==> src/hw/rtl/scpd_pkg.sv <==
// Shared types and constants for the sync checksum packet deframer.
`timescale 1ns / 1ps

package scpd_pkg;

    localparam int BYTE_W    = 8;
    localparam int IDX_W     = 6;
    localparam int PKT_CNT_W = 16;
    localparam int CFG_IDX_W = 1;

    localparam logic [CFG_IDX_W-1:0] CFG_SYNC_VALUE    = 1'b0;
    localparam logic [CFG_IDX_W-1:0] CFG_CHECKSUM_SEED = 1'b1;

    localparam logic [BYTE_W-1:0] SYNC_VALUE_RST    = 8'd85;
    localparam logic [BYTE_W-1:0] CHECKSUM_SEED_RST = 8'd170;

    typedef enum logic [1:0] {
        ST_IDLE,
        ST_SCAN,
        ST_EMIT
    } state_t;

    typedef struct packed {
        logic take;
        logic scan_start;
        logic scan_run;
        logic scan_end;
        logic emit_start;
        logic emit_run;
    } cmd_t;

    typedef struct packed {
        logic is_last;
        logic sum_ok;
        logic scan_done;
        logic emit_done;
    } status_t;

endpackage

==> src/hw/rtl/scpd_ram.sv <==
// Generic simple dual-port RAM with registered read.
`timescale 1ns / 1ps

module scpd_ram #(
    parameter int WIDTH = 8,
    parameter int DEPTH = 9
) (
    input  logic                     clk,
    input  logic                     wr_en,
    input  logic [$clog2(DEPTH)-1:0] wr_addr,
    input  logic [WIDTH-1:0]         wr_data,
    input  logic                     rd_en,
    input  logic [$clog2(DEPTH)-1:0] rd_addr,
    output logic [WIDTH-1:0]         rd_data
);

    logic [WIDTH-1:0] mem [DEPTH];
    logic [WIDTH-1:0] rd_data_reg;

    always_ff @(posedge clk)
    begin
        if (wr_en)
        begin
            mem[wr_addr] <= wr_data;
        end
        if (rd_en)
        begin
            rd_data_reg <= mem[rd_addr];
        end
    end

    assign rd_data = rd_data_reg;

endmodule

==> src/hw/rtl/scpd_ctrl.sv <==
// Controller state machine: input acceptance, resync scan and packet emission.
`timescale 1ns / 1ps

module scpd_ctrl (
    input  logic              clk,
    input  logic              rst_n,
    input  logic              in_valid,
    output logic              in_stall,
    input  scpd_pkg::status_t status,
    output scpd_pkg::cmd_t    cmd
);

    import scpd_pkg::*;

    state_t state_reg;
    state_t state_next;

    always_ff @(posedge clk or negedge rst_n)
    begin
        if (!rst_n)
        begin
            state_reg <= ST_IDLE;
        end
        else
        begin
            state_reg <= state_next;
        end
    end

    always_comb
    begin
        state_next = state_reg;
        cmd        = '0;
        in_stall   = 1'b1;
        unique case (state_reg)
            ST_IDLE:
            begin
                in_stall = 1'b0;
                cmd.take = in_valid;
                if (in_valid && status.is_last)
                begin
                    if (status.sum_ok)
                    begin
                        cmd.emit_start = 1'b1;
                        state_next     = ST_EMIT;
                    end
                    else
                    begin
                        cmd.scan_start = 1'b1;
                        state_next     = ST_SCAN;
                    end
                end
            end
            ST_SCAN:
            begin
                cmd.scan_run = 1'b1;
                if (status.scan_done)
                begin
                    cmd.scan_end = 1'b1;
                    state_next   = ST_IDLE;
                end
            end
            ST_EMIT:
            begin
                cmd.emit_run = 1'b1;
                if (status.emit_done)
                begin
                    state_next = ST_IDLE;
                end
            end
            default:
            begin
                state_next = ST_IDLE;
            end
        endcase
    end

endmodule

==> src/hw/rtl/scpd_datapath.sv <==
// Datapath: config registers, body buffer, checksum, resync copy and output register.
`timescale 1ns / 1ps

module scpd_datapath #(
    parameter int PACKET_SIZE = 10
) (
    input  logic                                  clk,
    input  logic                                  rst_n,
    input  scpd_pkg::cmd_t                        cmd,
    output scpd_pkg::status_t                     status,
    input  logic                                  cfg_write,
    input  logic [scpd_pkg::CFG_IDX_W-1:0]        cfg_index,
    input  logic [scpd_pkg::BYTE_W-1:0]           cfg_data,
    input  logic [scpd_pkg::BYTE_W-1:0]           rx_byte,
    output logic                                  out_valid,
    input  logic                                  out_stall,
    output logic [scpd_pkg::BYTE_W-1:0]           packet_byte,
    output logic [scpd_pkg::IDX_W-1:0]            byte_index,
    output logic                                  last_byte,
    output logic [scpd_pkg::PKT_CNT_W-1:0]        packet_number
);

    import scpd_pkg::*;

    localparam int BODY_LEN = PACKET_SIZE - 1;
    localparam int AW       = $clog2(BODY_LEN);
    localparam int CW       = $clog2(BODY_LEN + 1);

    logic [BYTE_W-1:0]    sync_reg, sync_next;
    logic [BYTE_W-1:0]    seed_reg, seed_next;
    logic                 hunting_reg, hunting_next;
    logic [AW-1:0]        fill_reg, fill_next;
    logic [BYTE_W-1:0]    sum_reg, sum_next;
    logic [PKT_CNT_W-1:0] count_reg, count_next;
    logic                 found_reg, found_next;
    logic [AW-1:0]        wp_reg, wp_next;
    logic [CW-1:0]        ra_reg, ra_next;
    logic                 pv_reg, pv_next;
    logic [AW-1:0]        rd_idx_reg, rd_idx_next;

    logic                 out_valid_reg, out_valid_next;
    logic [BYTE_W-1:0]    out_byte_reg, out_byte_next;
    logic [IDX_W-1:0]     out_idx_reg, out_idx_next;
    logic                 out_last_reg, out_last_next;
    logic [PKT_CNT_W-1:0] out_num_reg, out_num_next;

    logic                 ram_we;
    logic [AW-1:0]        ram_waddr;
    logic [BYTE_W-1:0]    ram_wdata;
    logic                 ram_re;
    logic [BYTE_W-1:0]    ram_rdata;

    logic [BYTE_W-1:0]    chk_sum;
    logic                 reads_left;
    logic                 load;

    scpd_ram #(
        .WIDTH (BYTE_W),
        .DEPTH (BODY_LEN)
    ) u_body_ram (
        .clk     (clk),
        .wr_en   (ram_we),
        .wr_addr (ram_waddr),
        .wr_data (ram_wdata),
        .rd_en   (ram_re),
        .rd_addr (ra_reg[AW-1:0]),
        .rd_data (ram_rdata)
    );

    assign chk_sum    = seed_reg + sum_reg;
    assign reads_left = (ra_reg != CW'(BODY_LEN));
    assign load       = cmd.emit_run && pv_reg && (!out_valid_reg || !out_stall);

    assign status.is_last   = !hunting_reg && (fill_reg == AW'(BODY_LEN - 1));
    assign status.sum_ok    = (chk_sum == rx_byte);
    assign status.scan_done = !reads_left && !pv_reg;
    assign status.emit_done = !reads_left && !pv_reg;

    always_comb
    begin
        sync_next      = sync_reg;
        seed_next      = seed_reg;
        hunting_next   = hunting_reg;
        fill_next      = fill_reg;
        sum_next       = sum_reg;
        count_next     = count_reg;
        found_next     = found_reg;
        wp_next        = wp_reg;
        ra_next        = ra_reg;
        pv_next        = pv_reg;
        rd_idx_next    = rd_idx_reg;
        out_valid_next = out_valid_reg;
        out_byte_next  = out_byte_reg;
        out_idx_next   = out_idx_reg;
        out_last_next  = out_last_reg;
        out_num_next   = out_num_reg;
        ram_we         = 1'b0;
        ram_waddr      = fill_reg;
        ram_wdata      = rx_byte;
        ram_re         = 1'b0;

        if (cfg_write)
        begin
            unique case (cfg_index)
                CFG_SYNC_VALUE:    sync_next = cfg_data;
                CFG_CHECKSUM_SEED: seed_next = cfg_data;
            endcase
        end

        // incoming byte: leave hunt on sync, otherwise store and accumulate
        if (cmd.take)
        begin
            if (hunting_reg)
            begin
                if (rx_byte == sync_reg)
                begin
                    hunting_next = 1'b0;
                    fill_next    = '0;
                    sum_next     = '0;
                end
            end
            else
            begin
                ram_we    = 1'b1;
                fill_next = fill_reg + 1'b1;
                sum_next  = sum_reg + rx_byte;
            end
        end

        if (cmd.emit_start)
        begin
            count_next   = count_reg + 1'b1;
            hunting_next = 1'b1;
            fill_next    = '0;
            ra_next      = '0;
            pv_next      = 1'b0;
        end

        if (cmd.scan_start)
        begin
            ra_next    = '0;
            pv_next    = 1'b0;
            found_next = 1'b0;
            wp_next    = '0;
            sum_next   = '0;
        end

        // resync: drop bytes up to the first sync, move the rest to the front
        if (cmd.scan_run && pv_reg)
        begin
            pv_next = 1'b0;
            if (!found_reg)
            begin
                if (ram_rdata == sync_reg)
                begin
                    found_next = 1'b1;
                end
            end
            else
            begin
                ram_we    = 1'b1;
                ram_waddr = wp_reg;
                ram_wdata = ram_rdata;
                wp_next   = wp_reg + 1'b1;
                sum_next  = sum_reg + ram_rdata;
            end
        end

        if (cmd.scan_end)
        begin
            fill_next    = wp_reg;
            hunting_next = !found_reg;
        end

        if (out_valid_reg && !out_stall)
        begin
            out_valid_next = 1'b0;
        end

        if (load)
        begin
            pv_next        = 1'b0;
            out_valid_next = 1'b1;
            out_byte_next  = ram_rdata;
            out_idx_next   = IDX_W'(rd_idx_reg);
            out_last_next  = (rd_idx_reg == AW'(BODY_LEN - 1));
            out_num_next   = count_reg;
        end

        if (reads_left && (cmd.scan_run || (cmd.emit_run && (!pv_reg || load))))
        begin
            ram_re      = 1'b1;
            pv_next     = 1'b1;
            rd_idx_next = ra_reg[AW-1:0];
            ra_next     = ra_reg + 1'b1;
        end
    end

    always_ff @(posedge clk or negedge rst_n)
    begin
        if (!rst_n)
        begin
            sync_reg      <= SYNC_VALUE_RST;
            seed_reg      <= CHECKSUM_SEED_RST;
            hunting_reg   <= 1'b1;
            fill_reg      <= '0;
            count_reg     <= '0;
            ra_reg        <= '0;
            pv_reg        <= 1'b0;
            out_valid_reg <= 1'b0;
        end
        else
        begin
            sync_reg      <= sync_next;
            seed_reg      <= seed_next;
            hunting_reg   <= hunting_next;
            fill_reg      <= fill_next;
            count_reg     <= count_next;
            ra_reg        <= ra_next;
            pv_reg        <= pv_next;
            out_valid_reg <= out_valid_next;
        end
    end

    always_ff @(posedge clk)
    begin
        sum_reg      <= sum_next;
        found_reg    <= found_next;
        wp_reg       <= wp_next;
        rd_idx_reg   <= rd_idx_next;
        out_byte_reg <= out_byte_next;
        out_idx_reg  <= out_idx_next;
        out_last_reg <= out_last_next;
        out_num_reg  <= out_num_next;
    end

    assign out_valid     = out_valid_reg;
    assign packet_byte   = out_byte_reg;
    assign byte_index    = out_idx_reg;
    assign last_byte     = out_last_reg;
    assign packet_number = out_num_reg;

endmodule

==> src/hw/rtl/sync_checksum_packet_deframer.sv <==
// Top level of the sync checksum packet deframer.
`timescale 1ns / 1ps

// Receives one byte per input beat. While hunting, bytes are dropped until one
// matches sync_value; the next PACKET_SIZE-1 bytes form the body, whose final
// byte must equal checksum_seed plus all earlier body bytes, modulo 256. A good
// body leaves as PACKET_SIZE-1 output beats with byte_index, a last_byte mark on
// the checksum byte and the running good-packet count in packet_number. A bad
// body is rescanned for its first sync byte and the bytes after it are kept as
// the start of the next packet; with no sync byte inside, the block hunts again.
// A byte that does not complete a body is taken without holding the input. A byte
// that completes a good body holds the input while the body is read out of the
// buffer RAM one beat per cycle while out_stall is low. A bad body holds the
// input while the scan walks the buffer RAM one entry per cycle through its
// single read port.
module sync_checksum_packet_deframer #(
    parameter int PACKET_SIZE = 10
) (
    input  logic                               clk,
    input  logic                               rst_n,
    input  logic                               cfg_write,
    input  logic [scpd_pkg::CFG_IDX_W-1:0]     cfg_index,
    input  logic [scpd_pkg::BYTE_W-1:0]        cfg_data,
    input  logic                               in_valid,
    output logic                               in_stall,
    input  logic [scpd_pkg::BYTE_W-1:0]        rx_byte,
    output logic                               out_valid,
    input  logic                               out_stall,
    output logic [scpd_pkg::BYTE_W-1:0]        packet_byte,
    output logic [scpd_pkg::IDX_W-1:0]         byte_index,
    output logic                               last_byte,
    output logic [scpd_pkg::PKT_CNT_W-1:0]     packet_number
);

    import scpd_pkg::*;

    cmd_t    cmd;
    status_t status;

    // Sequence each beat: accept, resync scan, or body readout.
    scpd_ctrl u_ctrl (
        .clk      (clk),
        .rst_n    (rst_n),
        .in_valid (in_valid),
        .in_stall (in_stall),
        .status   (status),
        .cmd      (cmd)
    );

    // Hold the registers, buffer, running sum and output register.
    scpd_datapath #(
        .PACKET_SIZE (PACKET_SIZE)
    ) u_datapath (
        .clk           (clk),
        .rst_n         (rst_n),
        .cmd           (cmd),
        .status        (status),
        .cfg_write     (cfg_write),
        .cfg_index     (cfg_index),
        .cfg_data      (cfg_data),
        .rx_byte       (rx_byte),
        .out_valid     (out_valid),
        .out_stall     (out_stall),
        .packet_byte   (packet_byte),
        .byte_index    (byte_index),
        .last_byte     (last_byte),
        .packet_number (packet_number)
    );

endmodule

==> config.mk <==
export PLATFORM = sky130hd
export DESIGN_NAME = sync_checksum_packet_deframer
export DESIGN_NICKNAME = d
export VERILOG_FILES = /design/src/hw/rtl/scpd_pkg.sv /design/src/hw/rtl/scpd_ram.sv /design/src/hw/rtl/scpd_ctrl.sv /design/src/hw/rtl/scpd_datapath.sv /design/src/hw/rtl/sync_checksum_packet_deframer.sv
export SDC_FILE = /design/constraint.sdc
export NUM_CORES = 1
export LEC_CHECK = 0
export BUFFER_PORTS_ARGS = -buffer_cell sky130_fd_sc_hd__buf_2
export CAP_MARGIN = 0
export CORE_ASPECT_RATIO = 1.4
export CORE_MARGIN = 2
export CORE_UTILIZATION = 40
export DETAILED_ROUTE_END_ITERATION = 6
export HOLD_SLACK_MARGIN = 0.05
export SLEW_MARGIN = 30
export SYNTH_ARGS = -nofsm -noshare
export SYNTH_HDL_FRONTEND = slang
export SYNTH_SLANG_ARGS = --single-unit
==> constraint.sdc <==
create_clock -name clk -period 5.9 [get_ports clk]
set_clock_uncertainty 0.05 [all_clocks]
set_input_delay 0.295 -clock clk [delete_from_list [all_inputs] [get_ports clk]]
set_output_delay 0.295 -clock clk [all_outputs]
set_load 0.02 [all_outputs]
==> flow_metrics.env, run 1 <==
export IMPL_dieArea_sq_um=21100
export IMPL_intPower_mw=2.28
export IMPL_synth_distinct_cells=65
export IMPL_r2r_start="u_ctrl.state_reg[1]"
export IMPL_start_util=0.404
export IMPL_clkPwrFrac=0.343
export IMPL_worstPathArrival_ns=3.41
export IMPL_fin_cells=915
export IMPL_syn_to_final_growth_pct=14.0
export IMPL_crit_path_start_kind="register"
export IMPL_rsz0062_at_grt="false"
export IMPL_power_density_nw_per_um2=358
export IMPL_layout_drive_gt1_share=0.216
export IMPL_sw_frac_of_total=0.301
export IMPL_grt_pass1_wl_mm=28.0
export IMPL_io_pins=55
export IMPL_grt_max_degree=46
export IMPL_drtIter0Drc=333
export IMPL_dp_hpwl_mm=12.6
export IMPL_cts_htree_levels=4
export IMPL_seq_area_frac_synth=0.599
export IMPL_synth_top_area_frac=0.424
export IMPL_diodes=0
export IMPL_post_drt_wl_per_cell_microns=19.3
export IMPL_avgSynthCellArea_sq_um=13.4
export IMPL_worstSetupEndpointType="register"
export IMPL_async_flop_share=0.263
export IMPL_rrSetupSlack_ns=2.50
export IMPL_setup_violations=0
export IMPL_period_needed_ns=3.40
export IMPL_vias=4937
export IMPL_leakage_nw=3.44
export IMPL_use_met1=0.213
export IMPL_critical_path_depth=7
export IMPL_timing_rr_end="u_datapath.u_body_ram.mem[7][1]"
export IMPL_die_h_microns=171
export IMPL_core_area_sq_um=19800
export IMPL_synth_flop_cell="edfxtp_1"
export IMPL_cpMaxStageDelayCell="nand3_1"
export IMPL_power_frac_seq=0.443
export IMPL_preCtsSetupSlack_ns=2.41
export IMPL_cts_buffers=17
export IMPL_gp_congestion=0.864
export IMPL_grtUsageMet2=0.307
export IMPL_period_share=0.576
export IMPL_port_buffers=52
export IMPL_met3_usage=0.0351
export IMPL_vias_per_cell=5.40
export IMPL_ir_drop_mv=0.203
export IMPL_cap_violations=0
export IMPL_fmax_mhz=294
export IMPL_cp_slowest_stage_delay_ns=0.65
export IMPL_cp_num_buf_inv=1
export IMPL_worst_pin_slew_ns=0.896
export IMPL_synth_edf_count=113
export IMPL_rr_worst_depth=7
export IMPL_grt_pass1_vias=5132
export IMPL_pwr_share_comb=0.213
export IMPL_synthCells=595
export IMPL_fill_cells=1775
export IMPL_setup_tns_final_ns=0
export IMPL_antenna_found_initial=0
export IMPL_timing_final_ws_setup_ns=2.50
export IMPL_path_cells="inv_1 -> ha_1 -> nand3_1 -> nor3b_1 -> a31oi_1 -> or2_2 -> nor2_1"
export IMPL_multi_input_area_sq_um=3040
export IMPL_cts_tree="built"
export IMPL_critical_path_required_ns=5.91
export IMPL_status="finished clean"
export IMPL_critical_path_top_delay_family="simple AND/OR/NAND/NOR gates"
export IMPL_cts_sinks=171
export IMPL_worst_path_max_fanout=23
export IMPL_cts_root_buffer="clkbuf_16"
export IMPL_synth_seq_cells=171
export IMPL_wl_mm=17.7
export IMPL_firstDrtPassIters=4
export IMPL_rows=61
export IMPL_power_net_switching_uw=979
export IMPL_cp_endpoint="u_datapath.u_body_ram.mem[7][1]"
export IMPL_min_path_type="in -> reg"
export IMPL_path_clk_slew_ns=0.07
export IMPL_worstSkewPairLatency_ns=0.43
export IMPL_yosysTopAreaCell="edfxtp_1"
export IMPL_relSlewSlack=0.399
export IMPL_register_area_sq_um=4790
export IMPL_drc=0
export IMPL_syn_area_sq_um=7990
export IMPL_dp_cells=878
export IMPL_fin_nets=705
export IMPL_finalHoldViolations=0
export IMPL_drt_antenna_violating_nets=0
export IMPL_top_usage_layer="met2"
export IMPL_track_usage=0.178
export IMPL_grt_ovfl_total=0
export IMPL_ctsLongestPathBuffers=2
export IMPL_die_w_microns=123
export IMPL_synthTopCellsByArea="edfxtp_1 42%, dfrtp_1 11%, ha_1 4.7%, mux4_2 4.5%, xnor2_1 3.7%"
export IMPL_yosysWarnings=0
export IMPL_largest_reg_flops=72
export IMPL_timing_worst_setup_path_type="reg -> reg"
export IMPL_slew_violations=0
export IMPL_startpoint="u_ctrl.state_reg[1]"
kinds of logic (layout without fill, tap and decap cells):
group                      count (synthesis)  after routing  share of synthesized area
and+or+nand+nor                          160            160                      0.100
xor gates and xnor gates                  58             58                     0.0635
buffers and inverters                     39            106                     0.0227
AOI/OAI and AO/OA                         91             91                     0.0786
muxes                                     42             42                     0.0805
DFF                                      171            171                      0.599
other                                      1              2                   0.000469
adders and majority gates                 33             33                     0.0545
metrics by stage:
| stage | total power [mW] | utilization | hold slack [ns] | area (sq um) |
|---|---|---|---|---|
| finish | 3.26 | 0.461 | 0.0649 | 9110 |
| global route | 3.42 | 0.461 | 0.0539 | 9110 |
| CTS | 3.28 | 0.461 | 0.0518 | 9100 |
| detailed placement | 2.16 | 0.429 | 0.285 | 8480 |
| global placement | 2.13 | 0.428 | 0.380 | 8460 |
| floorplan | 2.00 | - | -0.0506 | 8000 |
power groups by stage:
stage / Sequential (mW) / Clock (mW) / Combinational [mW]
3_5_place_dp: 1.46 / 0 / 0.691
5_1_grt: 1.45 / 1.19 / 0.777
2_1_floorplan: 1.42 / 0 / 0.576
4_1_cts: 1.44 / 1.14 / 0.697
3_3_place_gp: 1.46 / 0 / 0.669
6_report: 1.44 / 1.12 / 0.695
layer usage:
layer | part of all wire | vias up | routed length, microns
met1 | 0.42 | 2477 | 7350
met5 | 0 | - | 0
met2 | 0.52 | 103 | 9180
li1 | - | 2324 | -
met4 | 0.034 | 0 | 597
met3 | 0.032 | 33 | 571
synthesized netlist by cell type, types with 3 or more instances:
cell        n
and3_1      5
nor4_1      4
o21ai_0    19
nor2b_1     5
xnor2_1    34
mux2_2     17
nand2_1    56
inv_1      15
buf_6       3
o21a_1      5
o21ai_1     5
a21oi_1    20
a21o_1      6
and2_1      4
clkbuf_1   12
mux4_2     16
dfrtp_1    36
a211oi_2    5
dfxtp_1    13
a221oi_1    6
ha_1       30
nor3_1     14
nand3_1    16
dfstp_2     9
xor2_1     24
nor2_1     31
buf_2       4
mux2i_1     8
buf_1       3
a211oi_1    4
edfxtp_1  113
nand4_1     8
fa_1        3
area by class of cell:
cell class | count | area share
Timing Repair Buffer | 59 | 0.0360
Clock inverter | 15 | 0.0178
Multi-Input combinational cell | 386 | 0.333
Inverter | 15 | 0.00618
Sequential cell | 171 | 0.526
Clock buffer | 17 | 0.0467
Tap cell | 252 | 0.0346
how the worst min path moves through the flow:
stage                                   startpoint                        to  slack, ns  cells past startpoint
after floorplan                              rst_n       u_ctrl.state_reg[0]      -0.05                      0
after global placement    u_datapath.rd_idx_reg[3]  u_datapath.byte_index[3]       0.38                      0
after detailed placement                     rst_n    u_datapath.seed_reg[2]       0.29                      1
after CTS                              cfg_data[2]    u_datapath.seed_reg[2]       0.05                      2
after global routing                   cfg_data[3]    u_datapath.sync_reg[3]       0.05                      2
final                                  cfg_data[3]    u_datapath.sync_reg[3]       0.06                      2
repair_timing:
action / in CTS / in global routing
gates resized for setup: 0 / 0
hold buffers: 4 / 1
hold endpoints to repair: 39 / 1
buffers inserted: 0 / 0
worst reg2reg max path, delay by kind of cell, from the launching register on:
kind | cells | cell delay [ns]
AND/OR/NAND/NOR | 4 | 2.05
AO/OA/AOI/OAI | 1 | 0.10
buffers and inverters | 1 | 0.12
adder cells (fa/ha/maj) | 1 | 0.30
flip-flops | 1 | 0.41
cell usage in the layout (no fill, tap or decap), types with 5 or more instances in the layout:
cell type,count
o21ai_0,18
inv_1,14
a21oi_1,20
a21o_1,6
nand4_1,8
mux2i_1,8
xor2_1,24
dlygate4sd3_1,5
nor2b_1,5
edfxtp_1,113
inv_8,6
nand3_1,16
dfstp_2,9
mux2_2,17
nand2_1,56
xnor2_1,34
o21ai_1,6
nor2_1,31
o21a_1,5
a211oi_2,5
dfxtp_1,13
a221oi_1,6
clkbuf_16,17
buf_2,51
dfrtp_1,36
nor3_1,12
mux4_2,16
ha_1,30
(Power assumes the default switching activity.)
==> run 2: changes to the inputs <==
ABC_AREA = 1   (was default)
clock period = 3.44 ns   (was 5.9 ns; I/O delays follow)
==> run 2 against run 1 <==
  * Wire length increased by 9.9%
  * Area after synthesis increased by 4.5%
  * Register-to-register slack got worse by 1.8 ns
  * Clock power increased by 68%
  * Sequential share of layout area decreased by 2.8 points
  * Sequential power increased by 100%
  * Global-route usage increased by 0.23 points
  * Critical endpoint is now u_datapath.u_body_ram.mem[3][2]
  * Largest power group unchanged
==> flow_metrics.env, run 2 <==
export IMPL_gp_congestion=0.863
export IMPL_drc=0
export IMPL_finalHoldViolations=0
export IMPL_firstDrtPassIters=5
export IMPL_wl_mm=19.4
export IMPL_path_clk_slew_ns=0.07
export IMPL_port_buffers=52
export IMPL_cts_buffers=17
export IMPL_cts_root_buffer="clkbuf_16"
export IMPL_setup_tns_final_ns=0
export IMPL_fin_nets=965
export IMPL_io_pins=55
export IMPL_power_density_nw_per_um2=741
export IMPL_dp_cells=1137
export IMPL_vias=6022
export IMPL_path_cells="inv_1 -> ha_1 -> nand3_1 -> buf_4 -> mux2i_1 -> nand3_1 -> nor2_1"
export IMPL_largest_reg_flops=72
export IMPL_setup_violations=0
export IMPL_most_common_layout_cells="178 x nand2_1, 113 x edfxtp_1, 77 x nor2_1"
export IMPL_cpMaxStageDelayCell="nor2_1"
export IMPL_cap_violations=0
export IMPL_crit_top_cell="nand3_1"
export IMPL_syn_area_sq_um=8350
export IMPL_cp_num_buf_inv=2
export IMPL_yosysTopAreaCell="edfxtp_1"
export IMPL_hold_buffers=10
export IMPL_rr_worst_depth=7
export IMPL_worst_path_max_fanout=21
export IMPL_ir_drop_mv=0.406
export IMPL_min_to="u_datapath.hunting_reg"
export IMPL_cts_setup_buffers=0
export IMPL_critical_path_top_delay_family="simple AND/OR/NAND/NOR gates"
export IMPL_fmax_mhz=368
export IMPL_status="finished clean"
export IMPL_period_share=0.789
export IMPL_synth_seq_cells=171
export IMPL_hp_start="in_valid"
export IMPL_cp_slowest_stage_delay_ns=0.55
export IMPL_synth_edf_count=113
export IMPL_seq_area_frac_synth=0.574
export IMPL_drt_antenna_violating_nets=0
export IMPL_cts_tree="built"
export IMPL_grt_max_degree=35
export IMPL_worst_pin_slew_ns=0.919
export IMPL_grt_pass1_vias=5810
export IMPL_die_h_microns=175
export IMPL_grt_ovfl_total=0
export IMPL_relSlewSlack=0.387
export IMPL_cts_htree_levels=4
export IMPL_avgSynthCellArea_sq_um=10.0
export IMPL_cts_sinks=171
export IMPL_yosysMostFrequentCell="nand2_1"
export IMPL_crit_path_start_kind="register"
export IMPL_worstSkewPairLatency_ns=0.43
export IMPL_ctsLongestPathBuffers=2
export IMPL_grt_pass1_wl_mm=30.6
export IMPL_syn_to_final_growth_pct=15.2
export IMPL_post_cts_resized=0
export IMPL_synth_top_area_frac=0.406
export IMPL_layout_drive_gt1_share=0.143
export IMPL_timing_worst_setup_path_type="reg -> reg"
export IMPL_synth_distinct_cells=49
export IMPL_post_drt_wl_per_cell_microns=16.5
export IMPL_synth_commonest_cells="178 x nand2_1, 113 x edfxtp_1, 77 x nor2_1, 75 x inv_1, 74 x o21ai_0"
export IMPL_rows=62
export IMPL_synth_flop_cell="edfxtp_1"
export IMPL_fin_cells=1179
export IMPL_leakage_nw=4.15
export IMPL_track_usage=0.181
export IMPL_period_needed_ns=2.72
export IMPL_r2r_start="u_ctrl.state_reg[1]"
export IMPL_async_flop_share=0.263
export IMPL_die_w_microns=126
export IMPL_worstPathArrival_ns=2.73
export IMPL_drtIter0Drc=402
export IMPL_critical_path_required_ns=3.45
export IMPL_vias_per_cell=5.11
export IMPL_dieArea_sq_um=22100
export IMPL_diodes=0
export IMPL_min_path_type="in -> reg"
export IMPL_worstSetupEndpointType="register"
export IMPL_rrSetupSlack_ns=0.72
export IMPL_synthTopCellsByArea="edfxtp_1 41%, dfrtp_1 11%, nand2_1 8.0%, ha_1 4.5%, o21ai_0 4.4%"
export IMPL_start_util=0.408
export IMPL_synthCells=835
export IMPL_slew_violations=0
export IMPL_antenna_found_initial=0
export IMPL_timing_rr_end="u_datapath.u_body_ram.mem[3][2]"
export IMPL_final_common_cell="nand2_1"
export IMPL_rsz0062_at_grt="false"
export IMPL_yosysWarnings=0
export IMPL_dp_hpwl_mm=14.3
export IMPL_core_area_sq_um=20500
export IMPL_hold_depth=4
==> run 2: cell type report <==
cell class / instances / area, sq um
Sequential cell: 171 / 4790
Clock inverter: 15 / 151
Multi-Input combinational cell: 564 / 3160
Clock buffer: 17 / 425
Tap cell: 256 / 320
Inverter: 79 / 297
Fill cell: 1909 / 10900
Timing Repair Buffer: 77 / 473
==> run 2: worst max-delay path by stage <==
stage	from	to	slack (ns)	cells after the start
2_1_floorplan	u_ctrl.state_reg[0]	u_datapath.ra_reg[0]	0.11	9
3_3_place_gp	u_ctrl.state_reg[1]	u_datapath.u_body_ram.mem[4][2]	0.82	10
3_5_place_dp	u_ctrl.state_reg[1]	u_datapath.u_body_ram.mem[2][0]	0.69	7
4_1_cts	u_ctrl.state_reg[1]	u_datapath.u_body_ram.mem[6][4]	0.71	10
5_1_grt	u_ctrl.state_reg[1]	u_datapath.u_body_ram.mem[4][2]	0.43	10
6_report	u_ctrl.state_reg[1]	u_datapath.u_body_ram.mem[3][2]	0.72	7
==> run 2: metrics by stage <==
step                      hold slack [ns]  instance area [sq um]  setup WS (ns)  power (mW)   util
after floorplan                    -0.174                   8360          0.108        4.60      -
after global placement             0.0729                   8940          0.817        5.24  0.437
after detailed placement           0.0696                   8940          0.691        5.26  0.437
after CTS                          0.0684                   9620          0.711        7.17  0.470
after global routing               0.0985                   9620          0.434        7.60  0.470
final                              0.0839                   9620          0.724        7.13  0.470
==> run 2: logic make-up (layout without fill, tap and decap cells) <==
kind of cell	after synthesis	in the layout	synth area share
AO/OA/AOI/OAI	141	141	0.0915
multiplexers	1	1	0.00120
other	1	2	0.000449
adder cells (fa/ha/maj)	33	33	0.0521
buffers and inverters	101	188	0.0503
XOR/XNOR	45	45	0.0472
flip-flops	171	171	0.574
AND/OR/NAND/NOR	342	342	0.184
==> run 2: routing by layer <==
metal,share of wire,track usage,up-vias
met5,0,0,-
met4,0.036,0.0861,0
met3,0.035,0.0303,42
met2,0.53,0.327,129
met1,0.40,0.206,2866
li1,-,-,2985
==> run 2: power by group <==
part	total (mW)	internal (mW)	switching [mW]	leakage, nW
combinational	2.32	0.867	1.45	2.14
sequential	2.92	2.59	0.336	1.73
clock	1.88	1.02	0.861	0.280
==> run 2: tightest hold or removal path, cell delays in order <==
cell     delay (ns)
buf_2          0.11
nand2_1        0.11
nand4_1        0.12
nand2_1        0.05
